<file path="src/hdl/sha_pkg.sv">
// Package for the strip history autorange block.
// Holds sizes, register indexes, controller states and the command/status structs.
`default_nettype none
package sha_pkg;

    localparam int HISTORY_DEPTH = 1024;
    localparam int IDX_W = (HISTORY_DEPTH > 1) ? $clog2(HISTORY_DEPTH) : 1;
    localparam int CNT_W = $clog2(HISTORY_DEPTH + 1);
    localparam int ACC_W = 40;

    typedef enum logic [2:0] {
        REG_UPPER_FLOOR   = 3'd0,
        REG_UPPER_CEILING = 3'd1,
        REG_LOWER_FLOOR   = 3'd2,
        REG_LOWER_CEILING = 3'd3,
        REG_VIEW_POINTS   = 3'd4,
        REG_AUTORANGE_ON  = 3'd5
    } reg_idx_t;

    typedef enum logic [2:0] {
        ST_IDLE,
        ST_SCAN,
        ST_INIT,
        ST_T125,
        ST_RND,
        ST_FIN,
        ST_OUT
    } state_t;

    typedef struct packed {
        logic store;
        logic drop;
        logic side;
        logic bnd_init;
        logic t125_step;
        logic rnd_init;
        logic rnd_step;
        logic fin;
    } cmd_t;

    typedef struct packed {
        logic drop_zero;
        logic auto_on;
        logic scan_busy;
        logic direct;
        logic acc_le_mi;
        logic step_ok;
    } sts_t;

endpackage
`default_nettype wire

</file>
<file path="src/hdl/sha_ctrl.sv">
// Controller state machine for the strip history autorange block.
// Depends on sha_pkg; drives commands into sha_dp and reads its status.
`default_nettype none
module sha_ctrl (
    input  wire logic        clk,
    input  wire logic        rst_n,
    input  wire logic        in_valid,
    output logic             in_ready,
    output logic             out_valid,
    input  wire logic        out_ready,
    input  wire sha_pkg::sts_t sts,
    output sha_pkg::cmd_t    cmd
);

    sha_pkg::state_t state_reg, state_next;
    logic            side_reg, side_next;

    always_ff @(posedge clk or negedge rst_n)
    begin
        if (!rst_n)
        begin
            state_reg <= sha_pkg::ST_IDLE;
            side_reg  <= 1'b0;
        end
        else
        begin
            state_reg <= state_next;
            side_reg  <= side_next;
        end
    end

    always_comb
    begin
        state_next = state_reg;
        side_next  = side_reg;
        cmd        = '0;
        cmd.side   = side_reg;
        in_ready   = 1'b0;
        out_valid  = 1'b0;
        case (state_reg)
            sha_pkg::ST_IDLE:
            begin
                in_ready = 1'b1;
                if (in_valid)
                begin
                    if (sts.drop_zero)
                    begin
                        cmd.store  = 1'b1;
                        state_next = sts.auto_on ? sha_pkg::ST_SCAN : sha_pkg::ST_OUT;
                    end
                    else
                    begin
                        cmd.drop = 1'b1;
                    end
                end
            end
            sha_pkg::ST_SCAN:
            begin
                if (!sts.scan_busy)
                begin
                    side_next  = 1'b0;
                    state_next = sha_pkg::ST_INIT;
                end
            end
            sha_pkg::ST_INIT:
            begin
                cmd.bnd_init = 1'b1;
                state_next   = sts.direct ? sha_pkg::ST_FIN : sha_pkg::ST_T125;
            end
            sha_pkg::ST_T125:
            begin
                if (sts.acc_le_mi)
                begin
                    cmd.t125_step = 1'b1;
                end
                else
                begin
                    cmd.rnd_init = 1'b1;
                    state_next   = sha_pkg::ST_RND;
                end
            end
            sha_pkg::ST_RND:
            begin
                if (sts.step_ok)
                begin
                    cmd.rnd_step = 1'b1;
                end
                else
                begin
                    state_next = sha_pkg::ST_FIN;
                end
            end
            sha_pkg::ST_FIN:
            begin
                cmd.fin = 1'b1;
                if (!side_reg)
                begin
                    side_next  = 1'b1;
                    state_next = sha_pkg::ST_INIT;
                end
                else
                begin
                    state_next = sha_pkg::ST_OUT;
                end
            end
            sha_pkg::ST_OUT:
            begin
                out_valid = 1'b1;
                if (out_ready)
                begin
                    state_next = sha_pkg::ST_IDLE;
                end
            end
            default:
            begin
                state_next = sha_pkg::ST_IDLE;
            end
        endcase
    end

`ifndef ASSERT_OFF
    a_ready_only_idle: assert property (@(posedge clk) disable iff (!rst_n)
        in_ready |-> !out_valid)
        else $error("input and output handshakes both open");
    a_out_after_fin: assert property (@(posedge clk) disable iff (!rst_n)
        $rose(out_valid) |-> ($past(state_reg) == sha_pkg::ST_FIN
                              || $past(state_reg) == sha_pkg::ST_IDLE))
        else $error("result offered without completion");
    a_fin_side: assert property (@(posedge clk) disable iff (!rst_n)
        (state_reg == sha_pkg::ST_FIN && !side_reg) |=> state_reg == sha_pkg::ST_INIT)
        else $error("lower bound skipped");
`endif

endmodule
`default_nettype wire

</file>
<file path="config.mk">
export PLATFORM = sky130hd
export DESIGN_NAME = sha_ctrl
export DESIGN_NICKNAME = d
export VERILOG_FILES = /design/src/hdl/sha_pkg.sv /design/src/hdl/sha_ctrl.sv
export SDC_FILE = /design/constraint.sdc
export NUM_CORES = 1
export LEC_CHECK = 0
export BUFFER_PORTS_ARGS = -buffer_cell sky130_fd_sc_hd__buf_4
export CORE_AREA = 2 2 39 41
export CTS_CLUSTER_DIAMETER = 200
export DETAILED_ROUTE_END_ITERATION = 6
export DIE_AREA = 0 0 41 43
export SLEW_MARGIN = 20
export SYNTH_ARGS = -nofsm -noshare
export SYNTH_HDL_FRONTEND = slang
export SYNTH_SLANG_ARGS = --single-unit
</file>
<file path="constraint.sdc">
create_clock -name clk -period 1.74 [get_ports clk]
set_clock_uncertainty 0.15 [all_clocks]
set_input_delay 0.348 -clock clk [delete_from_list [all_inputs] [get_ports clk]]
set_output_delay 0.348 -clock clk [all_outputs]
set_load 0.1 [all_outputs]
</file>
==> results of run 1 <==
==> cell families (layout without fill, tap and decap cells) <==
family | Yosys count | in the layout | synth area share (%)
AO/OA/AOI/OAI | 11 | 11 | 23.0
buffers and inverters | 8 | 40 | 10.7
flip-flops | 4 | 4 | 26.7
multiplexers | 2 | 2 | 6.67
AND/OR/NAND/NOR | 22 | 22 | 33.0
==> per-stage QoR <==
stage	area (sq um)	instances	setup WS, ns	setup TNS, ns	utilization [%]
floorplan	468	47	-0.846	-5.04	-
global placement	618	83	0.0342	0	44.7
detailed placement	618	83	-0.0239	-0.0239	44.7
CTS	778	89	-0.0852	-0.453	56.2
global route	861	95	-0.168	-1.15	62.2
finish	861	95	-0.0973	-0.430	62.2
==> worst min-delay path by stage <==
| stage | start | to | slack [ns] | depth (start not counted) |
|---|---|---|---|---|
| after floorplan | rst_n | side_reg | -0.1 | 0 |
| after global placement | rst_n | side_reg | -0.002 | 1 |
| after detailed placement | rst_n | side_reg | -0.002 | 1 |
| after CTS | rst_n | side_reg | 0.29 | 2 |
| after global routing | rst_n | side_reg | 0.30 | 2 |
| final | rst_n | side_reg | 0.30 | 2 |
==> timing repair <==
action	4_1_cts	5_1_grt
pin swaps	3	6
hold endpoints to repair	4	0
hold buffers	1	0
setup buffers	2	6
endpoints found under the setup margin	10	11
resized for setup	29	7
==> cell usage after synthesis (2+ instances only) <==
cell,count
nor3b_1,5
inv_1,2
buf_2,2
buf_4,2
nand2_1,4
clkbuf_1,2
nor2_1,4
nor3_1,4
dfrtp_1,4
==> layer usage <==
layer  vias up  track usage (%)  share of wire, %
met5         -                0                 0
met4         0             2.00                 0
met3         0             4.71               4.5
met2        13             23.8                55
met1       218             21.1                40
li1        232                -                 -
==> final cells by class <==
type | count | area, sq um
multi-input combinational | 35 | 342
clock buffer | 3 | 22.5
timing repair buffer | 35 | 367
sequential | 4 | 103
tap | 16 | 20.0
inverter | 2 | 7.51
fill | 122 | 523
==> critical path, delay by kind of cell, from the launching register on <==
kind / cells / cell delay (ns)
buffers and inverters: 1 / 0.18
and+or+nand+nor: 3 / 0.45
DFF: 1 / 0.47
==> impl_metrics.ini, run 1 <==
[die]
die_area_sq_um = 1760
die_w_microns = 41
start_util_pct = 27.1
rows = 14
io_pins = 20
core_sq_um = 1380
die_y_microns = 43

[critical_path]
regToRegSetupSlack_ns = 0
critPathKind = flip-flop to output pin
regToRegEndpoint = state_reg[0]
critPathMaxFanout = 6
crit_required_ns = 1.24
start_kind = flip-flop
worstSetupEndpointType = output pin
path_cells = nor3_4 > nand2_2 > nor2_4 > buf_12
crit_end = cmd[6]
r2r-start = state_reg[2]
r2r_cells = 5
arrival_ns = 1.34
cpPeakStageDelay_ns = 0.47
crit_start = state_reg[1]
crit_path_top_delay_cell = dfrtp_2

[placed_design]
routabilityCongestion = 0.775
dp_hpwl_microns = 834
placement.io_buffers = 19

[logic_synthesis]
synthTopCellsByArea = dfrtp_1 (27%), nor3b_1 (10%), nor3_1 (5.3%)
syn_area_sq_um = 375
yosysTopAreaCell = dfrtp_1
async_flop_share_pct = 100
synth_cell_types = 27
synth_cells = 47
ys_seq_area_share_pct = 26.7
synth-seq-cells = 4
synth_fp_nets = 57
syn_area_per_cell_sq_um = 7.99
ys.flop_type = dfrtp_1
ys.warnings.count = 0
synth_edf_count = 0
yosys.area.top_type_share_pct = 26.7

[drt]
vias_per_cell = 4.87
vias = 463
first_iter_violations = 5
wl_mm = 1.23
routedWlPerCell_microns = 13.0
drtAntennaViolNets = 0
drc = 0
first_pass_iters = 4

[flow_run]
maxCapViolCount = 0

[finish]
drive_gt1_share_pct = 70.9
layout_common_cells = buf_4 (21), buf_6 (7), buf_12 (6)
final_common_cell = buf_4
largest_reg_flops = 3
diodes = 0
syn_to_final_growth_pct = 129
nNetsFinal = 91

[global_routing]
antenna_found_initial = 0
grt_usage_pct = 15.4
grt_pass1_vias = 463
gr-total-overflow = 0
grt_pass1_wl_mm = 1.92
grt_max_degree = 10

[sta]
slew_violations = 0
whs_ns = 0.301
fmax_mhz = 544
period_share_pct = 106
layout_setup_ws_ns = -0.0973
min_period_ns = 1.84
setup_viol = 8
slew_headroom_pct = 81.4
finalHoldViolCount = 0
worst_pin_slew_ns = 0.278
rsz0062_at_grt = true

[clock_tree]
h-tree-depth = 1
cts_buffers = 3
cts_tree = yes
clockRootBuffer = clkbuf_4
cts.path.max_buffers = 2
path_clk_slew_ns = 0.04
clk_latency_ns = 0.24
cts.sinks = 4

[status]
violations = negative setup slack
status = complete, but fails checks

[min_path]
hold_path.class = primary input to asynchronous set/reset pin
Power of run 1 is left out: the tool's default activity adds up to more than one toggle a clock period on the data nets, which glitch-free logic cannot reach.
==> inputs of run 2 (changes only) <==
--- a/config.mk
+++ b/config.mk
@@ -7,6 +7,7 @@
 export LEC_CHECK = 0
 export BUFFER_PORTS_ARGS = -buffer_cell sky130_fd_sc_hd__buf_4
 export CORE_AREA = 2 2 39 41
+export CTS_BUF_LIST = sky130_fd_sc_hd__clkbuf_8
 export CTS_CLUSTER_DIAMETER = 200
 export DETAILED_ROUTE_END_ITERATION = 6
 export DIE_AREA = 0 0 41 43
==> run 2 against run 1 <==
  * The flow still finishes with violations (negative setup slack)
  * Final cell count down 2.1%
  * Die area stayed put
  * Sequential cell count stayed put
  * Via count fell by 3.2%
  * First-iteration DRC count down 60%
  * Sequential share of layout area unchanged
  * Worst hold slack better by 0.011 ns
  * Final area is the same
  * Maximum frequency up 0.75%
==> impl_metrics.ini, run 2 (synthesis results as in run 1) <==
[status]
status = complete, but fails checks
violations = negative setup slack

[clock_tree]
path_clk_slew_ns = 0.03
cts_tree = yes
clockRootBuffer = clkbuf_8
cts.path.max_buffers = 2
clk_latency_ns = 0.21
cts.sinks = 4
cts_buffers = 3
h-tree-depth = 1

[flow_run]
maxCapViolCount = 0

[global_routing]
gr-total-overflow = 0
antenna_found_initial = 0
grt_pass1_wl_mm = 1.88
grt_pass1_vias = 428
grt_usage_pct = 15.2
grt_max_degree = 10

[sta]
fmax_mhz = 548
worst_pin_slew_ns = 0.286
slew_headroom_pct = 80.9
layout_setup_ws_ns = -0.0837
setup_viol = 9
min_period_ns = 1.82
rsz0062_at_grt = true
slew_violations = 0
period_share_pct = 105
finalHoldViolCount = 0

[critical_path]
start_kind = flip-flop
r2r_cells = 4
crit_start = state_reg[1]
critPathKind = flip-flop to output pin
regToRegSetupSlack_ns = -0.01
r2r-start = state_reg[2]
crit_end = cmd[6]
crit_required_ns = 1.24
worstSetupEndpointType = output pin
regToRegEndpoint = state_reg[0]
arrival_ns = 1.33
critPathMaxFanout = 6

[die]
die_w_microns = 41
die_area_sq_um = 1760
start_util_pct = 27.1
core_sq_um = 1380
rows = 14
io_pins = 20
die_y_microns = 43

[drt]
top_layer = met3
drt-met1-wl_microns = 557
first_iter_violations = 2
vias = 448
drtAntennaViolNets = 0
first_pass_iters = 2
dr_wl_met3_microns = 42
routedWlPerCell_microns = 13.2
vias_per_cell = 4.82
wl_mm = 1.22
wl_met2_microns = 624
drc = 0

[finish]
fin_cells = 93
diodes = 0
layout_common_cells = buf_4 (20), buf_12 (6), buf_6 (6)
syn_to_final_growth_pct = 129
final_util_pct = 62.2
drive_gt1_share_pct = 70.1
nNetsFinal = 89
largest_reg_flops = 3
final_common_cell = buf_4

[placed_design]
dp_hpwl_microns = 834
placement.io_buffers = 19
dpl.cell_count = 83
routabilityCongestion = 0.775

[min_path]
hold_path.class = primary input to flip-flop
[run 2: critical path, stage by stage (launching register included)]
cell	delay (ns)
dfrtp_2	0.46
nor3_4	0.23
nand2_2	0.10
nor2_4	0.13
buf_12	0.18
[run 2: layer usage]
metal  up-vias  GRT usage, %
met2        11          22.5
met1       206          21.8
li1        231             -
met5         -             0
met4         0          2.00
met3         0          4.71
[run 2: repair_timing]
item / CTS / global route
hold buffers: 1 / 0
setup endpoints to repair: 9 / 10
gates resized for setup: 25 / 10
hold endpoints to repair: 4 / 0
pin swaps: 2 / 4
setup buffers: 1 / 5
[run 2: final cells by class]
| cell class | instances | area [sq um] |
|---|---|---|
| multi-input combinational | 35 | 342 |
| tap | 16 | 20.0 |
| fill | 122 | 523 |
| inverter | 2 | 7.51 |
| clock buffer | 3 | 41.3 |
| sequential | 4 | 103 |
| timing repair buffer | 33 | 348 |
[run 2: metrics by stage]
step	instance area (sq um)	hold slack (ns)	setup WS, ns	setup TNS [ns]
after floorplan	468	-0.0976	-0.846	-5.04
after global placement	618	-0.00232	0.0342	0
after detailed placement	618	-0.00238	-0.0239	-0.0239
after CTS	776	0.307	-0.0564	-0.240
after global routing	861	0.318	-0.152	-0.829
final	861	0.312	-0.0837	-0.296
[run 2: how the worst min path moves through the flow]
stage	startpoint	end	slack, ns	cells past startpoint
final	sts[3]	side_reg	0.31	3
after global routing	sts[3]	side_reg	0.32	3
after CTS	rst_n	side_reg	0.31	2
after detailed placement	rst_n	side_reg	-0.002	1
after global placement	rst_n	side_reg	-0.002	1
after floorplan	rst_n	side_reg	-0.1	0
Power of run 2 is left out for the same reason.
==> inputs of run 3 (changes only) <==
==> constraint.sdc (replaced) <==
create_clock -name clk -period 1.6 [get_ports clk]
set_clock_uncertainty 0.15 [all_clocks]
set_input_delay 0.32 -clock clk [delete_from_list [all_inputs] [get_ports clk]]
set_output_delay 0.32 -clock clk [all_outputs]
set_load 0.1 [all_outputs]
==> run 3 against run 2 <==
  * The run still ends with negative setup slack left
  * Sequential share of layout area decreased by 0.42 points
  * Largest cell class unchanged
  * Critical path depth unchanged
  * Count of clock-buffer cells in the layout unchanged
  * Non-clock buffer count increased by 5
  * Critical path type unchanged
  * Global-route usage decreased by 0.69 points
  * Via count increased by 7.4%
==> impl_metrics.ini, run 3 (synthesis results as in run 1) <==
[status]
status = complete, but fails checks
violations = negative setup slack

[clock_tree]
cts_buffers = 3
clk_latency_ns = 0.21
h-tree-depth = 1
cts_tree = yes
cts.sinks = 4
path_clk_slew_ns = 0.03
clockRootBuffer = clkbuf_8
cts.path.max_buffers = 2

[sta]
fmax_mhz = 552
setup_viol = 12
slew_headroom_pct = 78.4
finalHoldViolCount = 0
min_period_ns = 1.81
rsz0062_at_grt = true
period_share_pct = 113
whs_ns = 0.280
slew_violations = 0
layout_setup_ws_ns = -0.212
worst_pin_slew_ns = 0.324

[critical_path]
r2r-start = state_reg[2]
arrival_ns = 1.34
regToRegEndpoint = state_reg[0]
crit_start = state_reg[0]
crit_required_ns = 1.13
path_cells = buf_6 > nor3_4 > and3_4 > buf_12
crit_family = simple AND/OR/NAND/NOR gates
start_kind = flip-flop
crit_path_top_delay_cell = dfrtp_1
critPathMaxFanout = 6
worstSetupEndpointType = output pin
regToRegSetupSlack_ns = -0.21
cpPeakStageDelay_ns = 0.37
cp_num_buf_inv = 2
critPathKind = flip-flop to output pin
crit_end = cmd[7]
r2r_cells = 5
crit_cells = 4

[die]
die_area_sq_um = 1760
die_y_microns = 43
rows = 14
io_pins = 20
die_w_microns = 41
core_sq_um = 1380
start_util_pct = 27.1

[placed_design]
routabilityCongestion = 0.717
dp_hpwl_microns = 869
dp_slack_ns = -0.160
placement.io_buffers = 19
placed_area_sq_um = 671

[drt]
first_pass_iters = 2
drc = 0
first_iter_violations = 3
vias = 481
drtAntennaViolNets = 0
wl_mm = 1.20
vias_per_cell = 4.91
routedWlPerCell_microns = 12.2

[flow_run]
maxCapViolCount = 0

[finish]
final_util_pct = 64.5
final_area_sq_um = 892
syn_to_final_growth_pct = 138
drive_gt1_share_pct = 70.7
n_fill_cell = 124
final_common_cell = buf_4
largest_reg_flops = 3
diodes = 0
layout_common_cells = buf_4 (24), buf_6 (7), buf_12 (6)
nNetsFinal = 94

[global_routing]
grt_max_degree = 10
grt_usage_pct = 14.5
gr-total-overflow = 0
grt_pass1_vias = 431
antenna_found_initial = 0
grt_pass1_wl_mm = 1.74

[min_path]
hp-start = sts[3]
hold_path.class = primary input to flip-flop
==> run 3: worst min-delay path by stage <==
stage / to / slack [ns] / cells after the start
global route: side_reg / 0.29 / 2
CTS: side_reg / 0.27 / 3
floorplan: side_reg / -0.13 / 0
global placement: side_reg / -0.03 / 1
detailed placement: side_reg / -0.03 / 1
finish: side_reg / 0.28 / 3
==> run 3: metal layers <==
| layer | track usage, % | share of wire (%) | wire length [microns] |
|---|---|---|---|
| met1 | 16.6 | 39 | 462 |
| met2 | 24.1 | 56 | 672 |
| met3 | 5.24 | 5.3 | 63 |
| met4 | 4.00 | 0 | 0 |
| met5 | 0 | 0 | 0 |
==> run 3: layout make-up <==
| cell class | instances | area [sq um] | area share, % |
|---|---|---|---|
| repair buffers | 38 | 389 | 43.6 |
| inverters | 2 | 7.51 | 0.842 |
| well taps | 16 | 20.0 | 2.24 |
| clock buffers | 3 | 41.3 | 4.63 |
| multi-input cells | 35 | 332 | 37.2 |
| flip-flops and latches | 4 | 103 | 11.5 |
==> run 3: repair_timing <==
action / 4_1_cts / 5_1_grt
resized for setup: 27 / 8
setup buffers: 2 / 2
pin swaps: 8 / 4
hold buffers: 1 / 0
setup endpoints to repair: 11 / 12
hold endpoints to repair: 4 / 0
==> run 3: worst reg2reg max path, stage by stage (launching register included) <==
cell and delay (ns):
dfrtp_2 0.44, buf_6 0.13, or2_0 0.18, a211o_1 0.34, o311ai_4 0.11, mux2_4 0.33
==> run 3: per-stage QoR <==
stage,setup TNS (ns),cells
floorplan,-6.21,47
global placement,-0.369,90
detailed placement,-0.716,90
CTS,-1.93,96
global route,-2.34,98
finish,-1.77,98
Power of run 3 is left out for the same reason.
